--- config.mk ---
export PLATFORM = sky130hd
export DESIGN_NAME = frame_builder_weighted_checksum_unit
export DESIGN_NICKNAME = d
export VERILOG_FILES = /design/src/design/fbwc_pkg.sv /design/src/design/frame_builder_weighted_checksum_unit.sv
export SDC_FILE = /design/constraint.sdc
export NUM_CORES = 1
export LEC_CHECK = 0
export BUFFER_PORTS_ARGS = -buffer_cell sky130_fd_sc_hd__buf_4
export CORE_ASPECT_RATIO = 1.75
export CORE_MARGIN = 1.5
export CORE_UTILIZATION = 53
export DETAILED_ROUTE_END_ITERATION = 8
export PLACE_DENSITY_LB_ADDON = 0.05
export SLEW_MARGIN = 10
export SYNTH_ARGS = -nofsm -noshare
export SYNTH_HDL_FRONTEND = slang
export SYNTH_SLANG_ARGS = --single-unit
--- constraint.sdc ---
create_clock -name clk -period 16.87 [get_ports clk]
set_input_delay 4.2175 -clock clk [delete_from_list [all_inputs] [get_ports clk]]
set_output_delay 4.2175 -clock clk [all_outputs]
set_load 0.01 [all_outputs]
--- src/design/fbwc_pkg.sv ---
// fbwc_pkg: word types, character codes and the hex digit table
// shared by the frame builder top level and its checker
`default_nettype none

package fbwc_pkg;

  localparam logic [9:0] CK_MOD = 10'd999;

  localparam logic [7:0] START_CHAR = 8'h5E;  // '^'
  localparam logic [7:0] SEP_CHAR   = 8'h7C;  // '|'
  localparam logic [7:0] END_CHAR   = 8'h24;  // '$'

  localparam logic [7:0] HEX_CHARS [16] = '{
    8'h30, 8'h31, 8'h32, 8'h33, 8'h34, 8'h35, 8'h36, 8'h37,
    8'h38, 8'h39, 8'h41, 8'h42, 8'h43, 8'h44, 8'h45, 8'h46
  };

  typedef struct packed {
    logic [7:0] payload_byte;
    logic       last_byte;
    logic       empty_frame;
  } in_word_t;

  typedef struct packed {
    logic [7:0] out_byte;
    logic       frame_end;
  } out_word_t;

  function automatic logic [7:0] hex_char(input logic [3:0] nib);
    hex_char = HEX_CHARS[nib];
  endfunction

endpackage

`default_nettype wire

--- src/design/frame_builder_weighted_checksum_unit.sv ---
// frame_builder_weighted_checksum_unit: wraps payload words into '^' body '|' sum '$' frames
// with a position weighted checksum modulo 999; uses fbwc_pkg
//
//   channel | direction | handshake           | word
//   in      | in        | in_valid / in_stall   | fbwc_pkg::in_word_t
//   out     | out       | out_valid / out_stall | fbwc_pkg::out_word_t
//
// one output word per cycle while out is not stalled; a payload word that is not first or last
// yields its byte, the first is preceded by '^', the last is followed by '|', one to three digits and '$'
// all characters pass through the single output register, which takes one character a cycle when not stalled
// rst clears the frame state, the pending item and the output valid flag
// a stall on out holds the output word and stalls in while an item is pending
`default_nettype none

module frame_builder_weighted_checksum_unit (
  input  wire logic                clk,
  input  wire logic                rst,
  input  wire logic                in_valid,
  output logic                     in_stall,
  input  wire fbwc_pkg::in_word_t  in_data,
  output logic                     out_valid,
  input  wire logic                out_stall,
  output fbwc_pkg::out_word_t      out_data
);

  typedef enum logic [6:0] {
    PH_HEAD = 7'b0000001,
    PH_BODY = 7'b0000010,
    PH_SEP  = 7'b0000100,
    PH_D2   = 7'b0001000,
    PH_D1   = 7'b0010000,
    PH_D0   = 7'b0100000,
    PH_END  = 7'b1000000
  } ph_t;

  logic                in_frame;
  logic [9:0]          pos;
  logic [9:0]          sum;
  logic                acc;
  logic                cur_valid;
  fbwc_pkg::in_word_t  cur;
  logic [17:0]         prod;
  ph_t                 ph;

  ph_t                 ph_next;
  ph_t                 ph_start;
  logic                out_free;
  logic                emit;
  logic                last_char;
  logic                done;
  logic                accept;
  fbwc_pkg::out_word_t char_next;
  logic [9:0]          pos_base;
  logic [9:0]          pos_inc;
  logic [12:0]         fold1;
  logic [10:0]         fold2;
  logic [9:0]          prod_res;
  logic [10:0]         sum_add;
  logic [9:0]          sum_next;

  assign out_free  = !out_valid || !out_stall;
  assign emit      = cur_valid && out_free;
  assign last_char = (ph == PH_END) || ((ph == PH_BODY) && !cur.last_byte);
  assign done      = emit && last_char;
  assign in_stall  = cur_valid && !done;
  assign accept    = in_valid && !in_stall;

  // position of this word, and product residue by folding 1024 = 25 mod 999
  assign pos_base = in_frame ? pos : 10'd0;
  assign pos_inc  = (pos_base == fbwc_pkg::CK_MOD - 10'd1) ? 10'd0 : pos_base + 10'd1;
  assign fold1    = 13'(prod[17:10]) * 13'd25 + 13'(prod[9:0]);
  assign fold2    = 11'(fold1[12:10]) * 11'd25 + 11'(fold1[9:0]);
  assign prod_res = (fold2 >= 11'(fbwc_pkg::CK_MOD)) ?
                    10'(fold2 - 11'(fbwc_pkg::CK_MOD)) : fold2[9:0];
  assign sum_add  = 11'(sum) + 11'(prod_res);
  assign sum_next = (sum_add >= 11'(fbwc_pkg::CK_MOD)) ?
                    10'(sum_add - 11'(fbwc_pkg::CK_MOD)) : sum_add[9:0];

  always_comb begin
    if (in_data.empty_frame) begin
      ph_start = in_frame ? PH_SEP : PH_HEAD;
    end else begin
      ph_start = in_frame ? PH_BODY : PH_HEAD;
    end
  end

  always_comb begin
    char_next = '{out_byte: fbwc_pkg::START_CHAR, frame_end: 1'b0};
    ph_next   = ph;
    unique case (ph)
      PH_HEAD: begin
        ph_next = cur.empty_frame ? PH_SEP : PH_BODY;
      end
      PH_BODY: begin
        char_next.out_byte = cur.payload_byte;
        ph_next = PH_SEP;
      end
      PH_SEP: begin
        char_next.out_byte = fbwc_pkg::SEP_CHAR;
        if (sum[9:8] != 2'd0) begin
          ph_next = PH_D2;
        end else if (sum[7:4] != 4'd0) begin
          ph_next = PH_D1;
        end else begin
          ph_next = PH_D0;
        end
      end
      PH_D2: begin
        char_next.out_byte = fbwc_pkg::hex_char({2'b00, sum[9:8]});
        ph_next = PH_D1;
      end
      PH_D1: begin
        char_next.out_byte = fbwc_pkg::hex_char(sum[7:4]);
        ph_next = PH_D0;
      end
      PH_D0: begin
        char_next.out_byte = fbwc_pkg::hex_char(sum[3:0]);
        ph_next = PH_END;
      end
      PH_END: begin
        char_next = '{out_byte: fbwc_pkg::END_CHAR, frame_end: 1'b1};
      end
      default: begin
        ph_next = PH_END;
      end
    endcase
  end

  always_ff @(posedge clk) begin
    if (rst) begin
      in_frame  <= 1'b0;
      pos       <= 10'd0;
      sum       <= 10'd0;
      acc       <= 1'b0;
      cur_valid <= 1'b0;
      ph        <= PH_HEAD;
      out_valid <= 1'b0;
    end else begin
      acc <= accept;
      if (acc) begin
        sum <= sum_next;
      end else if (emit && (ph == PH_END)) begin
        sum <= 10'd0;
      end

      if (accept) begin
        cur_valid <= 1'b1;
        ph        <= ph_start;
        if (in_data.empty_frame || in_data.last_byte) begin
          in_frame <= 1'b0;
          pos      <= 10'd0;
        end else begin
          in_frame <= 1'b1;
          pos      <= pos_inc;
        end
      end else if (done) begin
        cur_valid <= 1'b0;
      end else if (emit) begin
        ph <= ph_next;
      end

      if (emit) begin
        out_valid <= 1'b1;
      end else if (!out_stall) begin
        out_valid <= 1'b0;
      end
    end
  end

  // payload, product and output data registers
  always_ff @(posedge clk) begin
    if (accept) begin
      cur  <= in_data;
      prod <= in_data.empty_frame ? 18'd0 : 18'(pos_base) * 18'(in_data.payload_byte);
    end
    if (emit) begin
      out_data <= char_next;
    end
  end

endmodule

`default_nettype wire

==> flow_summary_export.csv, run 1 <==
group,metric,value,unit
status,outcome,"finished clean",
grt,grt_use_total,25.78,%
sta,fin_ws,7.682,ns
setup_path,r2r_cells,32,
setup_path,cp.required,12.65,ns
place,port_buffers,24,
run,max_cap_viol_count,0,
synth,synth_top_family_by_area,"adder cells",
cts,numCtsBuffers,9,
sta,slew_headroom,31.56,%
setup_path,path_class,"input port to primary output",
synth,synthTopCellsByArea,"ha_1, fa_1, edfxtp_1, dfxtp_1, inv_1",
synth,avgSynthCellArea,8.933,um2
routing,routedWlPerCell,17.61,um
sta,rsz0062_at_grt,"false",
synth,synth_most_common_cell,"inv_1",
sta,fin_skew,0.01158,ns
finish,nets,1072,
finish,fillers,1341,
setup_path,r2r_start,"prod[11]",
sta,setup_violations,0,
sta,finalCriticalPeriod,9.188,ns
cts,path_clk_slew,0.06,ns
routing,drc,0,
power_and_ir_drop,peakVddDrop,0.1545,mV
sta,hold_ws,0.5136,ns
synth,synth-seq-cells,68,
synth,synth_ff_type,"edfxtp_1",
grt,first_global_vias,6768,
sta,slew_violations,0,
place,gp_congestion,0.8802,
cts,clockBufferDepth,2,
sta,finalCritPeriodShare,54.46,%
floorplanning,initial_core_util,53.73,%
routing,ant_nets,0,
grt,grt_max_degree,73,
sta,tightest_slew,1.024,ns
sta,max_freq,108.8,MHz
setup_path,r2r_setup_slack,7.90,ns
floorplanning,num_rows,59,
finish,diodes,0,
sta,timing.final.hold_violations,0,
routing,drt-vias-per-instance,5.975,
synth,synthMuxAreaShare,0.6467,%
setup_path,cp-start-kind,"input port",
finish,drive_above_1_share,7.039,%
cts,root_buffer,"clkbuf_16",
floorplanning,die_w,95.48,um
routing,firstDrtPassIters,6,
place,place_ws,7.690,ns
floorplanning,die_h,164.8,um
grt,antenna_found_initial,0,
synth,synthTopCellsByCount,"inv_1, ha_1, nand2_1",
synth,synthAdderAreaFrac,32.37,%
synth,synth.distinct_cells,72,
synth,ys_seq_area_share,21.83,%
synth,postSynthCellCount,888,
setup_path,crit_start,"out_stall",
grt,grt_overflow_total,0,
cts,cts_num_sinks,68,
cts,h-tree-depth,3,
cts,ctsResizeCount,0,
cts,post-cts-setup-buffers,0,
synth,synth-simple-area-share,19.13,%
synth,synth_edf_count,37,
synth,synth_compound_area_share,14.64,%
synth,synth.top_cell.area_share,16.72,%
setup_path,critPathMaxFanout,3,
routing,drt_iter0_markers,246,
cts,cts_tree,"done",
synth,netlist_area,7933,um2
grt,grt_pass1_wl,31330,um
floorplanning,core,14760,um2
synth,synth_largest_area_cell,"ha_1",
floorplanning,die_area,15740,um2
routing,wirelength,18980,um
setup_path,r2r_end,"sum[7]",
synth,async_flop_share,0,%
cts,cts_hold_buf,0,
cts,clk_latency,0.33,ns
setup_path,cp.arrival,4.97,ns
sta,timing.setup.tns,0,ns
synth,syn_nets,1070,
hold_path,hold_path.class,"flop to flop",
power_and_ir_drop,leakagePower,4.227,nW
routing,vias,6441,
synth,yosysWarnings,0,
floorplanning,io_pins,25,
power_and_ir_drop,powerDensity,178.6,nW/um2
synth,synth_xor_xnor_area_share,4.637,%
finish,area_growth,7.839,%
setup_path,crit_end,"in_stall",
place,hpwl,15490,um
setup_path,cp-end-kind,"primary output",
## report_power, final
part	switching [mW]	internal [mW]
Combinational	0.684	0.444
Clock	0.0735	0.127
Sequential	0.0135	0.186
Total	0.771	0.757
## final cells by class
cell class                 instances  area [um2]  share of cell area [%]
timing repair buffer              26       195.2                   2.282
sequential                        68        1732                   20.24
tap                              183       229.0                   2.677
clock buffer                      13       304.0                   3.554
inverter                         107       401.6                   4.695
clock inverter                     3       22.52                  0.2633
multi-input combinational        678        5670                   66.29
## per-stage QoR
step | power, mW | utilization [%] | instances | cell area (um2)
3_3_place_gp | 1.266 | 55.69 | 1062 | 8223
2_1_floorplan | 1.089 | - | 888 | 7933
5_1_grt | 1.654 | 57.94 | 1078 | 8554
6_report | 1.528 | 57.94 | 1078 | 8554
4_1_cts | 1.523 | 57.91 | 1078 | 8549
3_5_place_dp | 1.313 | 55.69 | 1062 | 8223
## metal layers
layer | up-vias | wire, um | track usage (%)
li1 | 3089 | - | -
met1 | 3182 | 6615 | 24.74
met2 | 113 | 10810 | 49.90
met3 | 57 | 367 | 3.039
met4 | 0 | 1183 | 16.11
met5 | - | 0 | 0
## cell families (layout without fill, tap and decap cells)
logic type	Yosys count	in the layout
and+or+nand+nor	299	299
adders and majority gates	168	168
AOI/OAI and AO/OA	164	164
buffers and inverters	142	149
DFF	68	68
xor gates and xnor gates	42	42
muxes	5	5
## cells in the final DEF, fill, tap and decap left out, drive strengths merged, types with 4 or more instances in the layout
| cell | synthesis | routed |
|---|---|---|
| a211o | 4 | 4 |
| a21o | 14 | 14 |
| a21oi | 36 | 36 |
| a22o | 5 | 5 |
| a31oi | 12 | 12 |
| a32o | 4 | 4 |
| and2 | 7 | 7 |
| and3 | 54 | 54 |
| buf | 9 | 26 |
| clkbuf | 26 | 13 |
| dfxtp | 31 | 31 |
| edfxtp | 37 | 37 |
| fa | 62 | 62 |
| ha | 106 | 106 |
| inv | 107 | 107 |
| mux2i | 4 | 4 |
| nand2 | 76 | 76 |
| nand2b | 8 | 8 |
| nand3 | 26 | 26 |
| nand4 | 5 | 5 |
| nor2 | 69 | 69 |
| nor2b | 11 | 11 |
| nor3 | 20 | 20 |
| nor3b | 4 | 4 |
| o21ai | 48 | 48 |
| o31ai | 4 | 4 |
| o41ai | 5 | 5 |
| or3 | 5 | 5 |
| xnor2 | 24 | 24 |
| xor2 | 18 | 18 |
## worst max-delay path, cell delays in order
cell	delay (ns)
buf_4	0.11
and2_1	0.16
o21ai_1	0.25
inv_1	0.08
buf_4	0.15
## worst min-delay path by stage
stage / from / end / depth (start not counted)
floorplan: cur_valid / out_valid / 2
global placement: cur_valid / out_valid / 2
detailed placement: cur_valid / out_valid / 2
CTS: cur_valid / out_valid / 2
global route: cur_valid / out_valid / 2
finish: cur_valid / out_valid / 2
## state kept, by name (all words and copies together), names as in the netlist
| register | cells |
|---|---|
| prod | 18 |
| in_frame | 1 |
| out_data | 9 |
| sum | 10 |
| acc | 1 |
| ph | 7 |
| pos | 10 |
| out_valid | 1 |
| cur | 10 |
| cur_valid | 1 |
Note: power is estimated with default switching activity, not from simulation.
==> run 2: changes to the inputs <==
clock period = 8.6 ns   (was 16.87 ns; I/O delays follow)
==> run 2 against run 1 <==
- clock skew grew 0.00089 ns
- critical path depth grew 29
- cell count grew 1.4%
- clock-buffer cell count shrank 2
- worst setup slack lost 7.3 ns
- flip-flop and latch count is the same
- combinational power grew 120%
- critical path type is now flop to flop
- non-clock buffer count grew 15
- register-to-register slack lost 7.5 ns
- via count is essentially flat
==> flow_summary_export.csv, run 2 (synthesized netlist as in run 1, its figures left out) <==
group,metric,value,unit
cts,numCtsBuffers,9,
status,outcome,"finished clean",
finish,largest_reg_flops,18,
finish,nets,1087,
finish,finalInstanceArea,8781,um2
setup_path,crit_buf_inv,5,
setup_path,cp-start-kind,"flop",
floorplanning,io_pins,25,
floorplanning,initial_core_util,53.73,%
finish,diodes,0,
setup_path,path_class,"flop to flop",
setup_path,critPathMaxStageDelay,0.55,ns
routing,firstDrtPassIters,4,
cts,path_clk_slew,0.06,ns
power_and_ir_drop,peakVddDrop,0.2105,mV
power_and_ir_drop,powerDensity,370.7,nW/um2
cts,h-tree-depth,3,
grt,grt_overflow_total,0,
grt,first_global_vias,6564,
floorplanning,num_rows,59,
sta,setup_violations,0,
cts,root_buffer,"clkbuf_16",
power_and_ir_drop,leakagePower,4.303,nW
routing,vias,6435,
sta,timing.final.hold_violations,0,
finish,mostFrequentLayoutCells,"inv_1, ha_1, nand2_1",
routing,wirelength,19010,um
sta,slew_headroom,21.19,%
finish,fin_cells,1093,
cts,cts_num_sinks,68,
hold_path,hold_path.class,"flop to flop",
place,port_buffers,24,
routing,ant_nets,0,
setup_path,cp.required,8.81,ns
cts,clk_latency,0.33,ns
floorplanning,die_w,95.48,um
floorplanning,core,14760,um2
routing,drt_iter0_markers,211,
routing,drt-vias-per-instance,5.887,
sta,fin_skew,0.01247,ns
sta,finalCriticalPeriod,8.219,ns
sta,tightest_slew,1.181,ns
grt,antenna_found_initial,0,
sta,slew_violations,0,
grt,grt_pass1_wl,30520,um
place,gp_congestion,0.9259,
finish,fillers,1348,
run,max_cap_viol_count,0,
grt,grt_use_total,25.16,%
setup_path,critPathMaxFanout,4,
routing,drc,0,
place,place_area,8260,um2
routing,routedWlPerCell,17.39,um
setup_path,cp-end-kind,"flop",
finish,final_common_cell,"inv_1",
grt,grt_max_degree,43,
sta,finalCritPeriodShare,95.56,%
setup_path,crit_family,"adder cells",
finish,drive_above_1_share,10.00,%
place,hpwl,15440,um
setup_path,cp.arrival,8.43,ns
sta,max_freq,121.7,MHz
floorplanning,die_h,164.8,um
place,dp.cells,1067,
cts,clockBufferDepth,2,
cts,cts_tree,"done",
finish,area_growth,10.69,%
floorplanning,die_area,15740,um2
power_and_ir_drop,power,3.255,mW
setup_path,critPathSlowestCell,"fa_1",
finish,top_register,"prod",
[run 2: cell count changes in the layout (fill, tap and decap cells not counted), sizes merged]
cell / before / now
bufinv: 0 / 2
inv: 107 / 108
clkinv: 3 / 2
clkbuf: 13 / 11
buf: 26 / 41
[run 2: tightest hold or removal path, cell delays in order (launching register included)]
cell and delay [ns]:
dfxtp_1 0.35, nor2_1 0.05, nor2_1 0.06
[run 2: per-stage QoR]
step / utilization, % / hold slack (ns) / worst slack (ns) / TNS [ns]
floorplan: - / 0.4574 / 0.5460 / 0
global placement: 55.95 / 0.4675 / 0.2656 / 0
detailed placement: 55.95 / 0.4786 / 0.004349 / 0
CTS: 58.28 / 0.4924 / 0.03268 / 0
global route: 59.47 / 0.5178 / -0.02596 / -0.07235
finish: 59.47 / 0.4952 / 0.3815 / 0
[run 2: final cells by class]
class                      instances  area [um2]  area share (%)
tap                              183       229.0           2.608
inverter                         107       401.6           4.574
multi-input combinational        678        5774           65.76
clock buffer                      11       254.0           2.893
timing repair buffer              41       307.8           3.505
sequential                        68        1732           19.72
clock inverter                     5       82.58          0.9404
[run 2: routing by layer]
| layer | vias to the layer above | GRT usage [%] | wire length (um) |
|---|---|---|---|
| li1 | 3108 | - | - |
| met1 | 3142 | 24.67 | 6715 |
| met2 | 126 | 49.23 | 10930 |
| met3 | 59 | 2.440 | 380 |
| met4 | 0 | 14.17 | 980 |
| met5 | - | 0 | 0 |
[run 2: worst paths after layout]
kind / to / startpoint / slack, ns / depth (start not counted)
min reg2reg: out_valid / cur_valid / 0.50 / 2
max reg2reg: sum[4] / prod[15] / 0.38 / 34
min: out_valid / cur_valid / 0.50 / 2
max: sum[4] / prod[15] / 0.38 / 34
[run 2: power breakdown]
part           internal (mW)  total (mW)  switching, mW
Combinational           1.05        2.44           1.40
Clock                  0.273       0.418          0.146
Sequential             0.365       0.393         0.0279
Total                   1.68        3.25           1.57
[run 2: repair_timing]
| action | 4_1_cts | 5_1_grt |
|---|---|---|
| resized for setup | 0 | 21 |
| buffers inserted | 1 | 9 |
| hold buffers | 0 | 0 |
| pin swaps | 1 | 16 |
| setup endpoints to repair | 4 | 10 |
